==> src/sv/jrh_pkg.sv <==
// Shared constants, types and the helper function of the jet response histogrammer.
`default_nettype none

package jrh_pkg;

   // Histogram geometry
   localparam int RESPONSE_BINS = 40;
   localparam int PT_RANGES     = 13;
   localparam int JET_SLOTS     = 3;
   localparam int BIN_SPAN      = RESPONSE_BINS + 2;
   localparam int STORE_DEPTH   = JET_SLOTS * PT_RANGES * BIN_SPAN;
   localparam int ADDR_W        = $clog2(STORE_DEPTH);

   // Field widths
   localparam int PT_W     = 16;
   localparam int ANG_W    = 16;
   localparam int SLOT_W   = 2;
   localparam int RANGE_W  = 4;
   localparam int BIN_W    = 6;
   localparam int COUNT_W  = 32;
   localparam int RADIUS_W = 20;

   // Configuration port
   localparam int CSR_DATA_W = 32;
   localparam int CSR_ADDR_W = 3;
   localparam int CSR_IDX_W  = CSR_ADDR_W - 2;
   localparam logic [CSR_IDX_W-1:0] REG_MATCH_RADIUS = '0;
   localparam logic [RADIUS_W-1:0]  RADIUS_RESET     = 20'd41943;

   // Arithmetic widths
   localparam int DIFF_W = ANG_W + 1;          // angle difference
   localparam int SQ_W   = 2 * DIFF_W - 1;     // square of a difference
   localparam int DSQ_W  = SQ_W + 1;           // sum of two squares
   localparam int NUM_W  = PT_W + 4;           // 5*reco - 4*gen, signed
   localparam int DEN_W  = PT_W + 1;           // 2*gen
   localparam int QUOT_W = $clog2(RESPONSE_BINS);
   localparam int STEP_W = $clog2(QUOT_W + 1);
   localparam int REM_W  = DEN_W + QUOT_W;

   // Queue between front and back
   localparam int QUEUE_DEPTH = 4;
   localparam int QPTR_W      = $clog2(QUEUE_DEPTH);
   localparam int OUT_W       = $clog2(QUEUE_DEPTH + 1);

   // Lower pt edges of the ranges, 0.25 GeV units
   localparam logic [PT_W-1:0] RANGE_LOW_EDGE [13] = '{
      16'd200, 16'd320, 16'd480, 16'd680, 16'd1200, 16'd1880, 16'd2400,
      16'd3200, 16'd4000, 16'd5600, 16'd7200, 16'd9600, 16'd12800
   };

   typedef enum logic {
      OP_FILL = 1'b0,
      OP_READ = 1'b1
   } op_type;

   // One classified request as passed from front to back
   typedef struct packed {
      logic                is_read;
      logic                do_mem;
      logic                need_div;
      logic [RANGE_W-1:0]  range_idx;
      logic [BIN_W-1:0]    bin_idx;
      logic [ADDR_W-1:0]   base;
      logic [REM_W-1:0]    dividend;
      logic [DEN_W-1:0]    divisor;
   } job_type;

   typedef enum logic [2:0] {
      BK_CLEAR,
      BK_IDLE,
      BK_DIV,
      BK_READ,
      BK_WAIT
   } back_state_type;

   // Highest range whose lower edge pt reaches; MSB flags a valid range
   function automatic logic [RANGE_W:0] find_range(input logic [PT_W-1:0] pt);
      logic                ok;
      logic [RANGE_W-1:0]  idx;
      ok  = 1'b0;
      idx = '0;
      for (int r = 0; r < PT_RANGES; r++) begin
         if (pt >= RANGE_LOW_EDGE[r]) begin
            ok  = 1'b1;
            idx = RANGE_W'(r);
         end
      end
      return {ok, idx};
   endfunction

endpackage

`default_nettype wire

==> src/sv/jrh_queue.sv <==
// Short job queue between the front end and the back end.
`default_nettype none

module jrh_queue (
   input  logic             clock,
   input  logic             reset,
   input  logic             push,
   input  jrh_pkg::job_type push_job,
   input  logic             pop,
   output jrh_pkg::job_type head_job,
   output logic             empty
);

   import jrh_pkg::*;

   job_type             entry_ff [QUEUE_DEPTH];
   logic [QPTR_W-1:0]   head_ff, head_in;
   logic [QPTR_W-1:0]   tail_ff, tail_in;
   logic [OUT_W-1:0]    cnt_ff, cnt_in;

   // Pointer and fill count update
   always_comb begin
      head_in = head_ff;
      tail_in = tail_ff;
      cnt_in  = cnt_ff;
      if (push) begin
         tail_in = (tail_ff == QPTR_W'(QUEUE_DEPTH - 1)) ? '0 : tail_ff + 1'b1;
      end
      if (pop) begin
         head_in = (head_ff == QPTR_W'(QUEUE_DEPTH - 1)) ? '0 : head_ff + 1'b1;
      end
      if (push && !pop) begin
         cnt_in = cnt_ff + 1'b1;
      end else if (pop && !push) begin
         cnt_in = cnt_ff - 1'b1;
      end
   end

   always_ff @(posedge clock) begin
      if (reset) begin
         head_ff <= '0;
         tail_ff <= '0;
         cnt_ff  <= '0;
      end else begin
         head_ff <= head_in;
         tail_ff <= tail_in;
         cnt_ff  <= cnt_in;
      end
      if (push) begin
         entry_ff[tail_ff] <= push_job;
      end
   end

   assign head_job = entry_ff[head_ff];
   assign empty    = (cnt_ff == '0);

endmodule

`default_nettype wire

==> config.mk <==
export PLATFORM = sky130hd
export DESIGN_NAME = jrh_queue
export DESIGN_NICKNAME = d
export VERILOG_FILES = /design/src/sv/jrh_pkg.sv /design/src/sv/jrh_queue.sv
export SDC_FILE = /design/constraint.sdc
export NUM_CORES = 1
export LEC_CHECK = 0
export ABC_AREA = 1
export BUFFER_PORTS_ARGS = -buffer_cell sky130_fd_sc_hd__buf_4
export CORE_ASPECT_RATIO = 0.6
export CORE_UTILIZATION = 55
export DETAILED_ROUTE_END_ITERATION = 10
export PLACE_DENSITY = 0.77
export SLEW_MARGIN = 15
export SYNTH_ARGS = -nofsm -noshare
export SYNTH_HDL_FRONTEND = slang
export SYNTH_SLANG_ARGS = --single-unit
==> constraint.sdc <==
create_clock -name clock -period 3.3 [get_ports clock]
set_input_delay 0.66 -clock clock [delete_from_list [all_inputs] [get_ports clock]]
set_output_delay 0.66 -clock clock [all_outputs]
set_load 0.02 [all_outputs]
### After elaboration in Yosys (flattened, before gate mapping)

Memories as Yosys holds them, arrays and structs flattened. A register that Yosys moved wholly into a read port is not among the register bits.
Cells that the tools add are included.

* RAM bits: 256
* input bits: 68
* logic and storage cells: 24
* bits in registers: 7
* memories kept: 1

* reduce and logical (&&, ||, !) cells: 6
* $add $sub $neg: 4
* multiplexer cells: 8
* equality and inequality tests: 2

Memories
* entry_ff: words 4, width 64, read ports 1, clocked after memory_dff 1, wr ports 1, line jrh_queue.sv:16 `job_type entry_ff [QUEUE_DEPTH];`

Operators with widths (number)
* $mux 2: 4
* $mux 3: 2
* $add 2x1->2 const B: 2
* $eq 2x2->1 const B: 2
* $add 3x1->3 const B: 1
* $logic_not 3->1: 1
* $sub 3x1->3 const B: 1
* $logic_and 1x1->1: 2
* $logic_not 1->1: 2
* $mux 1: 2
* $reduce_bool 2->1: 1

### Depth between registers and ports, before layout

Gate-level depths: netlist of run 1.

* depth after elaboration: 4
* gate-level depth with buffers: 10
* gate-level depth less buffers: 10

### Least setup slack after synthesis of run 1

OpenSTA, ideal clock, no wires.

* kind: input port to flip-flop
* from: input port push
* to: memory entry_ff[3][0] (netlist name), enable pin
* arrival: 1.940 ns
* setup time: 0.418 ns
* stages: 2
* path buffers: 0
* slack: 0.942 ns
* cells stage by stage: nand2_1 inv_1

* word-level cells in the longest chain between the ends: 2

Ends and longest elaborated chain
* start: declaration: line jrh_queue.sv:7 `input logic push,`
* $mux 1: line jrh_queue.sv:49 `if (push) begin`
* $mux 1 (implied by the code): line jrh_queue.sv:50 `entry_ff[tail_ff] <= push_job;`
* end: declaration: line jrh_queue.sv:16

Every way passes these cells.

==> results.py, run 1 <==
metrics = {
    "global_route": {
        "overflow": 0,
        "grt_start_max_net_pins": 129,
        "first_global_vias": 6091,
        "grt_pass1_wl_um": 32000,
        "antenna_found_initial": 0,
        "grtUsageTotal_pct": 22.7,
    },
    "sta": {
        "worstMarginPinSlew_ns": 0.856,
        "fmax_mhz": 348,
        "whs_ns": 0.345,
        "setup_tns_ns": 0,
        "setup_viol": 0,
        "rsz0062_at_grt": "no",
        "worst_slack_ns": 0.429,
        "period_share_pct": 87.0,
        "maxSlewHeadroom_pct": 42.9,
        "min_period_ns": 2.87,
        "hold_viol_final": 0,
        "maxSlewViolCount": 0,
        "fin_skew_ns": 0.00657,
    },
    "floorplan": {
        "die_y_um": 106,
        "rows": 37,
        "boundaryPins": 133,
        "dieWidth_um": 176,
        "die-area_um2": 18700,
        "initial_utilization_pct": 57.2,
        "coreArea_um2": 17400,
    },
    "route": {
        "drt-pass1-iter-count": 5,
        "avgViaCountPerCell": 5.71,
        "drt-total-wl_um": 20800,
        "antenna_left": 0,
        "wl_per_cell_um": 19.6,
        "vias": 6045,
        "drc": 0,
        "dr.first_iter.drc_count": 690,
    },
    "yosys": {
        "synth-seq-cells": 265,
        "avgSynthCellArea_um2": 14.7,
        "synth_warnings": 0,
        "syn_nets": 752,
        "synth_cells": 677,
        "ys_seq_area_share_pct": 79.0,
        "syn_area_um2": 9950,
        "ys_top_cells_by_area": "edfxtp_1 (77%), nor2_1 (5.1%), o22ai_1 (4.0%)",
        "synth_top_area_share_pct": 77.2,
        "synth_top_area_cell": "edfxtp_1",
        "synth_cell_types": 22,
    },
    "setup_path": {
        "r2r-start": "tail_ff[1]",
        "critPathMaxFanout": 32,
        "cp.arrival_ns": 2.21,
        "worst_setup_path_start_kind": "flip-flop",
        "cp.required_ns": 2.64,
        "r2r_end": "entry_ff[1][49]",
        "r2r_cells": 5,
        "setup.worst_path.class": "reg2out",
        "reg2reg_setup_slack_ns": 1.39,
        "end_kind": "output port",
    },
    "clock_tree": {
        "htreeDepth": 1,
        "post-cts-setup-buffers": 0,
        "root_buffer": "clkbuf_16",
        "cts_buffers": 24,
        "cts_hold_buffers": 0,
        "ctsResizeCount": 0,
        "cts.reportedPaths.clkPinSlew_ns": 0.07,
        "clk_latency_ns": 0.51,
        "clkSinkCount": 265,
        "cts_tree": "done",
        "clk_path_buf_depth": 3,
    },
    "finish": {
        "fin_area_um2": 11900,
        "area_growth_pct": 19.4,
        "n_fill_cell": 1193,
        "drive_above_1_share_pct": 22.6,
        "most-common-layout-cells": "edfxtp_1 (256), buf_4 (137), nor2_1 (136)",
        "layout_commonest_cell": "edfxtp_1",
        "fin_util_pct": 68.3,
        "final_net_count": 880,
        "final_cells": 1058,
    },
    "place": {
        "numPortBuffers": 132,
        "dp_hpwl_um": 12000,
        "placed_cell_area_um2": 11100,
        "place_ws_ns": 1.01,
        "dpl.cell_count": 1013,
        "place_congestion": 0.837,
    },
    "power": {
        "p_leak_nw": 4.20,
        "p_total_mw": 7.48,
        "power_density_nw_per_um2": 629,
        "ir_worst_vdd_mv": 0.372,
    },
    "min_path": {
        "hold_end": "entry_ff[2][51]",
        "hold_start": "push_job[51]",
        "holdPathStages": 1,
        "hold_class": "in2reg",
    },
    "job": {
        "maxCapViolations": 0,
    },
    "run_status": {
        "status": "complete, no violations",
    },
}
## worst max-delay path by stage
stage / from / end / slack (ns)
floorplan: push / entry_ff[3][0] / 0.94
global placement: flip-flop / head_job[33] / 1.07
detailed placement: flip-flop / head_job[62] / 1.01
CTS: flip-flop / head_job[62] / 0.45
global route: flip-flop / head_job[62] / 0.34
finish: flip-flop / head_job[62] / 0.43
## kinds of logic after synthesis
family / after synthesis / synth area share, %
AO/OA/AOI/OAI: 198 / 10.8
XOR/XNOR: 1 / 0.0880
adder cells (fa/ha/maj): 7 / 0.955
buffers and inverters: 57 / 3.47
flip-flops: 265 / 79.0
AND/OR/NAND/NOR: 149 / 5.69
## registers in the layout, indices dropped and copies added (netlist names), named ones only
register / cells
entry_ff: 256
tail_ff: 2
cnt_ff: 3
head_ff: 2
## cell type report
| class | count | area [um^2] | area share [%] |
|---|---|---|---|
| clock inverters | 16 | 126 | 1.06 |
| flip-flops and latches | 265 | 7870 | 66.2 |
| inverters | 16 | 62.6 | 0.526 |
| multi-input cells | 355 | 1740 | 14.7 |
| diodes | 1 | 2.50 | 0.0211 |
| clock buffers | 28 | 637 | 5.36 |
| repair buffers | 143 | 1150 | 9.67 |
| well taps | 234 | 293 | 2.46 |
## synth_stat cells, drive strengths merged
library cell,instances
edfxtp,256
dfxtp,9
fa,1
xor2,1
nand4,1
a21oi,3
nor2,136
nand2,8
o21ai,131
ha,6
o22ai,64
clkbuf,17
clkinv,1
buf,24
nor3,3
nand3,1
inv,15
## where the power goes
group	internal [mW]	switching [mW]	leakage [nW]
Sequential	3.84	0.0397	2.43
Clock	1.54	1.14	0.381
Combinational	0.333	0.584	1.40
Total	5.71	1.77	4.20
## worst max-delay path, cell delays in order (launching register included)
cell and delay [ns]:
dfxtp_2 0.32, inv_2 0.44, buf_4 0.35, o21ai_1 0.11, o22ai_1 0.26, buf_4 0.20
## per-layer routing
metal | share of wire [%] | global-route usage (%) | vias to the layer above
met2 | 47 | 36.3 | 258
met3 | 10 | 6.12 | 36
met1 | 42 | 31.4 | 2953
met4 | 1.7 | 5.59 | 0
li1 | - | - | 2798
met5 | 0 | 0 | -
(Power assumes the default switching activity.)
==> run 2: changes to the inputs <==
--- a/config.mk
+++ b/config.mk
@@ -5,7 +5,6 @@
 export SDC_FILE = /design/constraint.sdc
 export NUM_CORES = 1
 export LEC_CHECK = 0
-export ABC_AREA = 1
 export BUFFER_PORTS_ARGS = -buffer_cell sky130_fd_sc_hd__buf_4
 export CORE_ASPECT_RATIO = 0.6
 export CORE_UTILIZATION = 55
==> run 2 against run 1 <==
Net effect:
- cell count shrank 27%
- maximum frequency grew 2.1%
- global-route usage shrank 4.4 points
- hold slack gained 0.016 ns
- core utilization shrank 0.84 points
- flip-flop and latch count is the same
- highest routed layer unchanged
- register-to-register slack gained 0.03 ns
- largest cell class unchanged
- first-iteration DRC count shrank 45%
==> results.py, run 2 <==
metrics = {
    "route": {
        "drt-pass1-iter-count": 5,
        "wl_per_cell_um": 21.0,
        "antenna_left": 0,
        "avgViaCountPerCell": 5.59,
        "drt-total-wl_um": 16300,
        "drc": 0,
        "vias": 4325,
        "dr.first_iter.drc_count": 381,
    },
    "yosys": {
        "syn_area_um2": 9750,
        "ys_seq_area_share_pct": 80.7,
        "synth-simple-area-share_pct": 0.757,
        "synth-edff-count": 256,
        "synth-compound-area-share_pct": 0.205,
        "synth_top_family_by_area": "multiplexers",
        "post-synth-top-count-cell": "edfxtp_1",
        "syn_nets": 453,
        "synth_xor_area_share_pct": 0.180,
        "synth_top_area_share_pct": 78.9,
        "synthTopCellsByCount": "edfxtp_1 (256), mux4_2 (60), dfxtp_1 (9)",
        "synth_cell_types": 20,
        "synth.area.mux_share_pct": 15.3,
        "synth_flop_cell": "edfxtp_1",
        "synth_cells": 378,
        "ys_top_cells_by_area": "edfxtp_1 (79%), mux4_2 (14%), dfxtp_1 (1.8%)",
        "synth-seq-cells": 265,
        "synthAdderAreaFrac_pct": 0.976,
        "synth_top_area_cell": "edfxtp_1",
        "synth_warnings": 0,
        "avgSynthCellArea_um2": 25.8,
        "synthArstFlopShare_pct": 0,
    },
    "power": {
        "power_density_nw_per_um2": 609,
        "p_leak_nw": 3.92,
        "p_total_mw": 7.07,
        "ir_worst_vdd_mv": 0.419,
    },
    "clock_tree": {
        "clkSinkCount": 265,
        "cts_hold_buffers": 0,
        "cts_tree": "done",
        "cts.reportedPaths.clkPinSlew_ns": 0.06,
        "post-cts-setup-buffers": 0,
        "ctsResizeCount": 0,
        "cts_buffers": 23,
        "htreeDepth": 1,
        "clk_latency_ns": 0.50,
        "root_buffer": "clkbuf_16",
        "clk_path_buf_depth": 3,
    },
    "setup_path": {
        "cp.required_ns": 2.64,
        "worst_setup_path_start_kind": "flip-flop",
        "setup.worst_path.class": "reg2out",
        "slowest_delay_ns": 0.62,
        "path_cells": "buf_12 > mux4_2 > buf_4",
        "r2r-start": "tail_ff[0]",
        "end_kind": "output port",
        "r2r_end": "entry_ff[3][39]",
        "cp.arrival_ns": 2.15,
        "reg2reg_setup_slack_ns": 1.42,
        "critPathMaxFanout": 24,
        "r2r_cells": 2,
        "crit_slowest_cell": "dfxtp_4",
    },
    "finish": {
        "most-common-layout-cells": "edfxtp_1 (256), buf_4 (135), mux4_2 (60)",
        "final_cells": 774,
        "top_register": "entry_ff",
        "fin_area_um2": 11600,
        "largest_register_ffs": 256,
        "drive_above_1_share_pct": 42.7,
        "area_growth_pct": 19.2,
        "top_regs": "entry_ff (256), cnt_ff (3)",
        "final_net_count": 601,
        "layout_commonest_cell": "edfxtp_1",
    },
    "run_status": {
        "status": "complete, no violations",
    },
    "place": {
        "dp_hpwl_um": 9500,
        "dpl.cell_count": 735,
        "place_congestion": 0.712,
        "placed_cell_area_um2": 10900,
        "numPortBuffers": 132,
    },
    "floorplan": {
        "initial_utilization_pct": 56.6,
        "die_y_um": 105,
        "dieWidth_um": 174,
        "rows": 37,
        "die-area_um2": 18300,
        "coreArea_um2": 17200,
        "boundaryPins": 133,
    },
    "sta": {
        "rsz0062_at_grt": "no",
        "maxSlewViolCount": 0,
        "period_share_pct": 85.2,
        "maxSlewHeadroom_pct": 32.5,
        "setup_tns_ns": 0,
        "worstMarginPinSlew_ns": 1.01,
        "setup_viol": 0,
        "fin_skew_ns": 0.00703,
        "hold_viol_final": 0,
        "whs_ns": 0.361,
        "min_period_ns": 2.81,
        "fmax_mhz": 356,
    },
    "global_route": {
        "antenna_found_initial": 0,
        "grt_start_max_net_pins": 65,
        "overflow": 0,
        "grtUsageTotal_pct": 18.4,
        "first_global_vias": 4463,
        "grt_pass1_wl_um": 25100,
    },
    "min_path": {
        "hold_end": "entry_ff[2][7]",
        "hold_class": "in2reg",
        "hold_start": "push_job[7]",
        "holdPathStages": 1,
    },
    "job": {
        "maxCapViolations": 0,
    },
}
run 2: final cells by class:
type	instances	area [um^2]
Antenna cell	1	2.50
Clock buffer	27	591
Clock inverter	11	76.3
Fill cell	1128	5610
Inverter	5	18.8
Multi-Input combinational cell	94	1700
Sequential cell	265	7880
Tap cell	234	293
Timing Repair Buffer	137	1050
run 2: stage by stage:
stage               worst slack [ns]  utilization, %
finish                         0.487            67.4
detailed placement             0.965            63.5
global route                   0.359            67.4
global placement               0.965            63.5
floorplan                      0.705               -
CTS                            0.423            67.4
run 2: worst max path at each step:
stage | startpoint | endpoint | slack [ns] | cells past startpoint
4_1_cts | flip-flop | head_job[6] | 0.42 | 3
2_1_floorplan | push | entry_ff[0][0] | 0.70 | 1
3_5_place_dp | flip-flop | head_job[47] | 0.97 | 3
3_3_place_gp | flip-flop | head_job[47] | 0.97 | 3
5_1_grt | flip-flop | head_job[6] | 0.36 | 3
6_report | flip-flop | head_job[6] | 0.49 | 3
run 2: kinds of logic after synthesis:
group | Yosys count
xor+xnor | 2
simple gates | 14
flops | 265
fa+ha+maj | 7
mux | 67
buf+inv | 19
compound gates | 4
run 2: worst max-delay path, delay by kind of cell, from the launching register on:
family	cells	cell delay (ns)
mux	1	0.56
buf+inv	2	0.46
flops	1	0.62
run 2: per-layer routing:
metal	GRT usage (%)	part of all wire, %
met4	4.01	1.7
met2	27.7	45
met5	0	0
met1	25.3	43
met3	7.75	11
run 2: where the power goes:
part / total [mW] / switching (mW) / internal [mW]
Combinational: 0.739 / 0.386 / 0.353
Sequential: 3.90 / 0.0597 / 3.84
Clock: 2.43 / 1.08 / 1.35
