==> config.mk <==
export PLATFORM = sky130hd
export DESIGN_NAME = jrh_front
export DESIGN_NICKNAME = d
export VERILOG_FILES = /design/src/sv/jrh_pkg.sv /design/src/sv/jrh_front.sv
export SDC_FILE = /design/constraint.sdc
export NUM_CORES = 2
export LEC_CHECK = 0
export CORE_UTILIZATION = 40
export DETAILED_ROUTE_END_ITERATION = 7
export DONT_BUFFER_PORTS = 1
export GPL_TIMING_DRIVEN = 1
export HOLD_SLACK_MARGIN = 0.02
export PLACE_DENSITY = 0.55
export SLEW_MARGIN = 30
export SYNTH_ARGS = -nofsm -noshare
export SYNTH_HDL_FRONTEND = slang
export SYNTH_SLANG_ARGS = --single-unit
==> constraint.sdc <==
create_clock -name clock -period 8.55 [get_ports clock]
set_input_delay 1.2825 -clock clock [delete_from_list [all_inputs] [get_ports clock]]
set_output_delay 1.2825 -clock clock [all_outputs]
set_load 0.03 [all_outputs]
==> src/sv/jrh_pkg.sv <==
// Shared constants, types and the helper function of the jet response histogrammer.
`default_nettype none

package jrh_pkg;

   // Histogram geometry
   localparam int RESPONSE_BINS = 40;
   localparam int PT_RANGES     = 13;
   localparam int JET_SLOTS     = 3;
   localparam int BIN_SPAN      = RESPONSE_BINS + 2;
   localparam int STORE_DEPTH   = JET_SLOTS * PT_RANGES * BIN_SPAN;
   localparam int ADDR_W        = $clog2(STORE_DEPTH);

   // Field widths
   localparam int PT_W     = 16;
   localparam int ANG_W    = 16;
   localparam int SLOT_W   = 2;
   localparam int RANGE_W  = 4;
   localparam int BIN_W    = 6;
   localparam int COUNT_W  = 32;
   localparam int RADIUS_W = 20;

   // Configuration port
   localparam int CSR_DATA_W = 32;
   localparam int CSR_ADDR_W = 3;
   localparam int CSR_IDX_W  = CSR_ADDR_W - 2;
   localparam logic [CSR_IDX_W-1:0] REG_MATCH_RADIUS = '0;
   localparam logic [RADIUS_W-1:0]  RADIUS_RESET     = 20'd41943;

   // Arithmetic widths
   localparam int DIFF_W = ANG_W + 1;          // angle difference
   localparam int SQ_W   = 2 * DIFF_W - 1;     // square of a difference
   localparam int DSQ_W  = SQ_W + 1;           // sum of two squares
   localparam int NUM_W  = PT_W + 4;           // 5*reco - 4*gen, signed
   localparam int DEN_W  = PT_W + 1;           // 2*gen
   localparam int QUOT_W = $clog2(RESPONSE_BINS);
   localparam int STEP_W = $clog2(QUOT_W + 1);
   localparam int REM_W  = DEN_W + QUOT_W;

   // Queue between front and back
   localparam int QUEUE_DEPTH = 4;
   localparam int QPTR_W      = $clog2(QUEUE_DEPTH);
   localparam int OUT_W       = $clog2(QUEUE_DEPTH + 1);

   // Lower pt edges of the ranges, 0.25 GeV units
   localparam logic [PT_W-1:0] RANGE_LOW_EDGE [13] = '{
      16'd200, 16'd320, 16'd480, 16'd680, 16'd1200, 16'd1880, 16'd2400,
      16'd3200, 16'd4000, 16'd5600, 16'd7200, 16'd9600, 16'd12800
   };

   typedef enum logic {
      OP_FILL = 1'b0,
      OP_READ = 1'b1
   } op_type;

   // One classified request as passed from front to back
   typedef struct packed {
      logic                is_read;
      logic                do_mem;
      logic                need_div;
      logic [RANGE_W-1:0]  range_idx;
      logic [BIN_W-1:0]    bin_idx;
      logic [ADDR_W-1:0]   base;
      logic [REM_W-1:0]    dividend;
      logic [DEN_W-1:0]    divisor;
   } job_type;

   typedef enum logic [2:0] {
      BK_CLEAR,
      BK_IDLE,
      BK_DIV,
      BK_READ,
      BK_WAIT
   } back_state_type;

   // Highest range whose lower edge pt reaches; MSB flags a valid range
   function automatic logic [RANGE_W:0] find_range(input logic [PT_W-1:0] pt);
      logic                ok;
      logic [RANGE_W-1:0]  idx;
      ok  = 1'b0;
      idx = '0;
      for (int r = 0; r < PT_RANGES; r++) begin
         if (pt >= RANGE_LOW_EDGE[r]) begin
            ok  = 1'b1;
            idx = RANGE_W'(r);
         end
      end
      return {ok, idx};
   endfunction

endpackage

`default_nettype wire

==> src/sv/jrh_front.sv <==
// Front end: takes requests, matches the jet pair, finds pt ranges and classifies the bin.
`default_nettype none

module jrh_front (
   input  logic                         clock,
   input  logic                         reset,
   input  logic                         accept,
   input  logic                         operation,
   input  logic [jrh_pkg::SLOT_W-1:0]   jet_slot,
   input  logic [jrh_pkg::PT_W-1:0]     reco_pt,
   input  logic [jrh_pkg::PT_W-1:0]     gen_pt,
   input  logic [jrh_pkg::ANG_W-1:0]    reco_eta,
   input  logic [jrh_pkg::ANG_W-1:0]    gen_eta,
   input  logic [jrh_pkg::ANG_W-1:0]    reco_phi,
   input  logic [jrh_pkg::ANG_W-1:0]    gen_phi,
   input  logic [jrh_pkg::RANGE_W-1:0]  read_range,
   input  logic [jrh_pkg::BIN_W-1:0]    read_bin,
   input  logic [jrh_pkg::RADIUS_W-1:0] radius,
   output logic                         push,
   output jrh_pkg::job_type             job
);

   import jrh_pkg::*;

   typedef struct packed {
      op_type                    op;
      logic [SLOT_W-1:0]         slot;
      logic [PT_W-1:0]           reco_pt;
      logic [PT_W-1:0]           gen_pt;
      logic signed [DIFF_W-1:0]  deta;
      logic signed [DIFF_W-1:0]  dphi;
      logic [RANGE_W-1:0]        read_range;
      logic [BIN_W-1:0]          read_bin;
   } stage1_type;

   typedef struct packed {
      op_type              op;
      logic [SLOT_W-1:0]   slot;
      logic [RANGE_W-1:0]  read_range;
      logic [BIN_W-1:0]    read_bin;
      logic [SQ_W-1:0]     sq_eta;
      logic [SQ_W-1:0]     sq_phi;
      logic [RANGE_W:0]    reco_rng;
      logic [RANGE_W:0]    gen_rng;
      logic [NUM_W-1:0]    num;
      logic [DEN_W-1:0]    den;
   } stage2_type;

   logic       v1_ff, v2_ff;
   stage1_type s1_ff, s1_in;
   stage2_type s2_ff, s2_in;

   logic signed [2*DIFF_W-1:0] prod_eta, prod_phi;

   logic [DSQ_W-1:0]   dsq;
   logic               match, is_read, fill_ok, read_ok;
   logic               num_neg, num_big;
   logic [RANGE_W-1:0] rng_sel;

   // Stage 1: register the request with the angle differences
   always_comb begin
      s1_in.op         = op_type'(operation);
      s1_in.slot       = jet_slot;
      s1_in.reco_pt    = reco_pt;
      s1_in.gen_pt     = gen_pt;
      s1_in.deta       = $signed({reco_eta[ANG_W-1], reco_eta})
                       - $signed({gen_eta[ANG_W-1], gen_eta});
      s1_in.dphi       = $signed({reco_phi[ANG_W-1], reco_phi})
                       - $signed({gen_phi[ANG_W-1], gen_phi});
      s1_in.read_range = read_range;
      s1_in.read_bin   = read_bin;
   end

   // Stage 2: squares, pt ranges, response numerator and denominator
   assign prod_eta = s1_ff.deta * s1_ff.deta;
   assign prod_phi = s1_ff.dphi * s1_ff.dphi;

   always_comb begin
      s2_in.op         = s1_ff.op;
      s2_in.slot       = s1_ff.slot;
      s2_in.read_range = s1_ff.read_range;
      s2_in.read_bin   = s1_ff.read_bin;
      s2_in.sq_eta     = prod_eta[SQ_W-1:0];
      s2_in.sq_phi     = prod_phi[SQ_W-1:0];
      s2_in.reco_rng   = find_range(s1_ff.reco_pt);
      s2_in.gen_rng    = find_range(s1_ff.gen_pt);
      // 5*reco - 4*gen in two's complement
      s2_in.num        = NUM_W'({s1_ff.reco_pt, 2'b00}) + NUM_W'(s1_ff.reco_pt)
                       - NUM_W'({s1_ff.gen_pt, 2'b00});
      s2_in.den        = {s1_ff.gen_pt, 1'b0};
   end

   // Stage 3: match decision and job build, pushed into the queue
   always_comb begin
      dsq     = DSQ_W'(s2_ff.sq_eta) + DSQ_W'(s2_ff.sq_phi);
      match   = dsq < DSQ_W'(radius);
      is_read = (s2_ff.op == OP_READ);
      fill_ok = (int'(s2_ff.slot) < JET_SLOTS) && match
             && s2_ff.reco_rng[RANGE_W] && s2_ff.gen_rng[RANGE_W]
             && (s2_ff.reco_rng[RANGE_W-1:0] == s2_ff.gen_rng[RANGE_W-1:0]);
      read_ok = (int'(s2_ff.slot) < JET_SLOTS)
             && (int'(s2_ff.read_range) < PT_RANGES)
             && (int'(s2_ff.read_bin) < BIN_SPAN);
      num_neg = s2_ff.num[NUM_W-1];
      num_big = !num_neg && (s2_ff.num >= NUM_W'(s2_ff.den));
      rng_sel = is_read ? s2_ff.read_range : s2_ff.reco_rng[RANGE_W-1:0];

      job.is_read  = is_read;
      job.do_mem   = is_read ? read_ok : fill_ok;
      job.need_div = !is_read && !num_neg && !num_big;
      job.base     = (ADDR_W'(s2_ff.slot) * ADDR_W'(PT_RANGES) + ADDR_W'(rng_sel))
                   * ADDR_W'(BIN_SPAN);
      job.dividend = REM_W'(s2_ff.num[DEN_W-1:0]) * REM_W'(RESPONSE_BINS);
      job.divisor  = s2_ff.den;
      if (is_read) begin
         job.range_idx = s2_ff.read_range;
         job.bin_idx   = s2_ff.read_bin;
      end else if (!fill_ok) begin
         job.range_idx = '0;
         job.bin_idx   = '0;
      end else begin
         job.range_idx = rng_sel;
         // underflow or overflow settles the bin here; otherwise the back divides
         job.bin_idx   = num_neg ? BIN_W'(0) : BIN_W'(RESPONSE_BINS + 1);
      end
   end

   assign push = v2_ff;

   always_ff @(posedge clock) begin
      if (reset) begin
         v1_ff <= 1'b0;
         v2_ff <= 1'b0;
      end else begin
         v1_ff <= accept;
         v2_ff <= v1_ff;
      end
      s1_ff <= s1_in;
      s2_ff <= s2_in;
   end

endmodule

`default_nettype wire

=== Yosys cells after proc, flatten, opt, wreduce, memory -nomap -nowiden ===
Index checks and enable logic that the tools add are counted.

* Word-level logic and storage cells: 112
* Input port bits: 132
* Output and inout bits: 65
* Flip-flop bits (word level): 206

* Muxes and demuxes: 29
* Order comparisons: 31
* Eq/ne operators: 1
* Add/subtract/negate cells: 6
* $mul: 5
* Reduce and logical (&&, ||, !) cells: 16

{| class="wikitable"
|+ Operator list
! operator !! count
|-
| 16-bit by 12-bit greater-or-equal comparator with 1-bit output (second input constant) || 6
|-
| 17-bit by 17-bit multiplier with 33-bit output || 2
|-
| 16-bit by 11-bit greater-or-equal comparator with 1-bit output (second input constant) || 4
|-
| 16-bit by 13-bit greater-or-equal comparator with 1-bit output (second input constant) || 4
|-
| 16-bit by 14-bit greater-or-equal comparator with 1-bit output (second input constant) || 4
|-
| 16-bit by 9-bit greater-or-equal comparator with 1-bit output (second input constant) || 4
|-
| 4-bit 2-to-1 mux || 13
|-
| 33-bit by 33-bit adder with 34-bit output || 1
|-
| 34-bit by 20-bit less-than comparator with 1-bit output || 1
|-
| 16-bit by 16-bit subtractor with 17-bit output || 2
|-
| 16-bit by 10-bit greater-or-equal comparator with 1-bit output (second input constant) || 2
|-
| 16-bit by 8-bit greater-or-equal comparator with 1-bit output (second input constant) || 2
|-
| 3-bit 2-to-1 mux || 8
|-
| 12-bit OR reduction || 2
|-
| 20-bit by 17-bit greater-or-equal comparator with 1-bit output || 1
|-
| 17-bit by 3-bit multiplier with 20-bit output (second input constant) || 1
|-
| 10-bit 2-to-1 mux || 2
|-
| 19-bit by 18-bit subtractor with 20-bit output || 1
|-
| 18-bit by 16-bit adder with 19-bit output || 1
|-
| 7-bit by 5-bit multiplier with 10-bit output (second input constant) || 1
|-
| 5-bit OR reduction || 2
|-
| 1-bit logical AND || 9
|-
| 6-bit by 4-bit adder with 7-bit output || 1
|-
| 6-bit less-than comparator (second input constant) || 1
|-
| other kinds (7) || 13
|}

=== Logic depth before layout (Yosys ltp) ===
* Depth in word-level cells: 12
* Mapped depth: 26
* Gate-level depth less buffers: 24

=== Worst setup path before layout ===
OpenSTA, ideal clock, no wires.

* Path kind: flip-flop to flip-flop
* From: register s1_ff[32] in the netlist's numbering
* To: register s2_ff[111] in the netlist's numbering
* Required time: 8.417 ns
* Path slack: 2.029 ns
* Stages on the path, launching flop included: 23
* Data arrival time: 6.388 ns
* Cells stage by stage: dfxtp_1 > clkbuf_1 > clkbuf_1 > nand2_1 > fa_1 > inv_1 > fa_1 > fa_1 > fa_1 > fa_1 > inv_1 > fa_1 > inv_1 > ha_1 > a21oi_1 > o21ai_0 > or3_1 > o211ai_1 > o21ai_0 > a221o_1 > a41oi_1 > mux2i_1 > o2111ai_1

* Longest elaborated chain between the ends: 1

{| class="wikitable"
|+ Ends and longest elaborated chain
! what !! RTL line !! text
|-
| start, declared || jrh_front.sv:50 || <nowiki>stage1_type s1_ff, s1_in;</nowiki>
|-
| start signal, assigned || jrh_front.sv:138 || <nowiki>s1_ff <= s1_in;</nowiki>
|-
| 17-bit by 17-bit multiplier with 33-bit output || jrh_front.sv:75 || <nowiki>assign prod_eta = s1_ff.deta * s1_ff.deta;</nowiki>
|-
| named net prod_eta[31] || jrh_front.sv:53 || <nowiki>logic signed [2*DIFF_W-1:0] prod_eta, prod_phi;</nowiki>
|-
| end signal, assigned || jrh_front.sv:139 || <nowiki>s2_ff <= s2_in;</nowiki>
|-
| end, declared || jrh_front.sv:51 || <nowiki>stage2_type s2_ff, s2_in;</nowiki>
|}

The timed path passes the listed nets, and every way through them passes these cells.
A chain may end at the register's enable or synchronous reset.

==> summary.txt <==
Logic synthesis
  • Total number of yosys warnings: 0
  • Share of flip-flops with an asynchronous set or reset: 0
  • Count of cell types in the netlist: 76
  • Post-synthesis area per instance: about 9.1 µm²
  • Multiplexer fraction of the synthesized cell area: 0.00315
  • Simple-Gate Fraction of Synth Area: 0.114
  • Area share of fa/ha/maj cells after synthesis: 0.493
  • Dominant combinational cell family by area after synthesis: adder cells
  • Post-Synthesis Cells: between 3000 and 4000
  • Post-synth top flop: dfxtp_1
  • Compound-cell area share of the yosys netlist: 0.0908
  • Post-Synth XOR/XNOR Area: 0.0472
  • Seq/Total Area, Yosys: 0.132
  • Number of flops mapped to enable cells by yosys: 0
  • Number of synthesized register bits: 204
  • Cell area after synthesis: 0.0310 mm²

Finish
  • Combined flip-flop and latch cell area: about 0.004 mm²
  • Fill count: slightly below 8000
  • Multi-input gate area: 0.0232 mm²
  • Final Net Count: 4373
  • Commonest cells after routing, fill and taps aside: 878 x inv_1, 546 x fa_1, 345 x ha_1, 242 x nand2_1, 204 x dfxtp_1
  • Layout cells sized above 1: 0.0267
  • Most common library cell in the layout ignoring fill and taps: inv_1
  • Synth-to-layout area growth: 6.28%

Outcome
  • Run status: complete, no violations

Route
  • Average routed wire per standard cell: 15.0 µm
  • Number of iterations in the first detailed-routing pass: 5
  • Remaining antenna violation count after routing: 0
  • Post-detailed-routing wire length: about 66000 µm
  • Number of DRC violations after detailed routing: 0
  • Vias per std cell: between 4 and 5
  • Total via count in the routed design: 21173
  • Initial DRC count: approximately 700

Floorplanning
  • Height of the die: 280 µm
  • Die area: 0.0786 mm²
  • Placeable core area: 0.0763 mm²
  • Die width: roughly 280 µm
  • Number of ports placed on the die boundary: 197
  • Effective utilization at floorplan: 0.406
  • Cell Rows: 101

GRT
  • First-pass GRT wire length: 111000 µm
  • Gr usage total: 0.176
  • Number of antenna violations at the first check in global routing: 4
  • Via count of the first global-routing pass: 22297
  • Pin count of the biggest net entering global routing: 34
  • Global-route congestion overflow total: 0

STA
  • Period utilisation layout: 0.843
  • Maximum clock frequency: 139 MHz
  • Final Critical Period: 7.21 ns
  • Worst-margin pin slew: 1.02 ns
  • Hold Fails Final Rpt: 0
  • Number of setup violations in the final report: 0
  • Max_slew headroom: 0.311
  • Worst hold slack: 0.321 ns
  • Setup TNS: 0 ns
  • Largest clock skew in the final design: 0.0115 ns
  • Setup repair after global routing missed its margin: false
  • Total count of max-transition violations in the final report: 0

Clocking
  • Root buffer cell: clkbuf_16
  • Number of H-tree branching levels: 1
  • CTS buffer count: 27
  • Hold Buf Count CTS: 0
  • Worst-path clk slew: 0.06 ns
  • Number of buffers on the longest clock path: 3
  • TritonCTS Sinks: 204
  • Clk Latency, worst-skew pair: roughly 0.56 ns
  • Buffers inserted during post-CTS setup optimization: 0
  • CTS tree: done
  • Post-cts gate resize count: 0

Critical path
  • Data arrival time of the critical path: 5.92 ns
  • Critical path fanouts, max: 8
  • Worst setup path class: register to output port
  • Worst path required time: 7.27 ns
  • Category of the worst setup path capture point: output port
  • Critical Path Start Type: register

Placed design
  • Weighted congestion reported at the end of routability-driven placement: 0.873
  • Half-perimeter wire length after placement: 55700 µm
  • Count of buffers from port buffering: 0

Flow run
  • Maximum Capacitance Violations: 0

Min path
  • Type of the worst min-delay path: register to register
==> worst max-delay path, stage by stage, from the launching register on <==
cell and delay [ns]:
dfxtp_1 0.31, ha_1 0.33, o21ai_0 0.15, or2b_2 0.35, a31oi_1 0.26, nor2b_1 0.12, o21a_1 0.20, nor2_1 0.17
nor2b_1 0.07, nor2_1 0.11, xnor2_1 0.13, ha_1 0.26, a21o_1 0.18, a21o_1 0.17, a21oi_1 0.20, o22ai_1 0.11
nor4_1 0.29, o311ai_0 0.29, a2111oi_2 0.30, o2111ai_2 0.42, o21ai_0 0.95
==> synthesized netlist by cell type (6+ instances only) <==
cell type | instances | share of area
a211oi_1 | 12 | 0.0029
a21boi_0 | 10 | 0.0024
a21o_1 | 48 | 0.012
a21oi_1 | 127 | 0.021
a31o_2 | 8 | 0.0023
a31oi_1 | 21 | 0.0042
a41oi_1 | 6 | 0.0017
and2_1 | 125 | 0.025
and3_1 | 17 | 0.0034
buf_4 | 24 | 0.0058
clkbuf_1 | 56 | 0.0068
dfxtp_1 | 204 | 0.13
fa_1 | 547 | 0.35
ha_1 | 345 | 0.14
inv_1 | 878 | 0.11
mux2i_1 | 6 | 0.0019
nand2_1 | 242 | 0.029
nand2b_1 | 22 | 0.0044
nand3_1 | 35 | 0.0057
nand3b_1 | 9 | 0.0022
nand4_1 | 10 | 0.0020
nor2_1 | 121 | 0.015
nor2b_1 | 47 | 0.0095
nor3_1 | 43 | 0.0069
nor4_1 | 8 | 0.0016
o211ai_1 | 17 | 0.0041
o21a_1 | 15 | 0.0036
o21ai_0 | 94 | 0.015
o21bai_1 | 18 | 0.0044
o311ai_0 | 6 | 0.0017
or2_2 | 9 | 0.0018
or3_1 | 16 | 0.0032
xnor2_1 | 125 | 0.035
xor2_1 | 42 | 0.012
==> routing by layer <==
metal	track usage	share of wire	up-vias
met5	0	0.00041	-
met4	0.0363	0.019	4
met3	0.0193	0.036	78
met2	0.321	0.51	315
met1	0.222	0.43	10410
li1	-	-	10366
==> path summary, 6_finish.rpt <==
check / start / end / slack [ns] / cells after the start
max: s2_ff[53]$_DFF_P_ / job[59] / 1.34 / 20
min: s1_ff[1]$_DFF_P_ / s2_ff[114]$_DFF_P_ / 0.32 / 0
max reg2reg: s1_ff[32]$_DFF_P_ / s2_ff[111]$_DFF_P_ / 1.52 / 20
min reg2reg: s1_ff[1]$_DFF_P_ / s2_ff[114]$_DFF_P_ / 0.32 / 0
==> through the flow <==
stage | setup slack (ns) | utilization | cells | instance area (µm²)
2_1_floorplan | 2.03 | - | 3395 | 31000
3_5_place_dp | 1.55 | 0.418 | 4350 | 31900
6_report | 1.34 | 0.431 | 4400 | 32900
3_3_place_gp | 1.59 | 0.418 | 4350 | 31900
5_1_grt | 0.856 | 0.431 | 4400 | 32900
4_1_cts | 1.33 | 0.431 | 4399 | 32900
==> final cells by class <==
class / instances / area share
multi-input cells: 2228 / 0.704
flip-flops and latches: 204 / 0.124
inverters: 878 / 0.100
well taps: 1030 / 0.0391
clock buffers: 34 / 0.0231
clock inverters: 15 / 0.00688
repair buffers: 10 / 0.00228
diodes: 1 / 0.0000760
==> flip-flops by register name, summed over array words and instances, names as in the netlist <==
name     count
s2_ff      105
s1_ff       79
job         16
is_read      1
num_neg      1
push         1
v1_ff        1
==> cells by family after synthesis <==
group	count (synthesis)
xor+xnor	167
compound gates	437
buf+inv	963
fa+ha+maj	892
other cells	1
mux	9
flops	204
simple gates	718
Power is left out: the tool's default activity adds up to more than one toggle a clock period on the data nets, which glitch-free logic cannot reach.
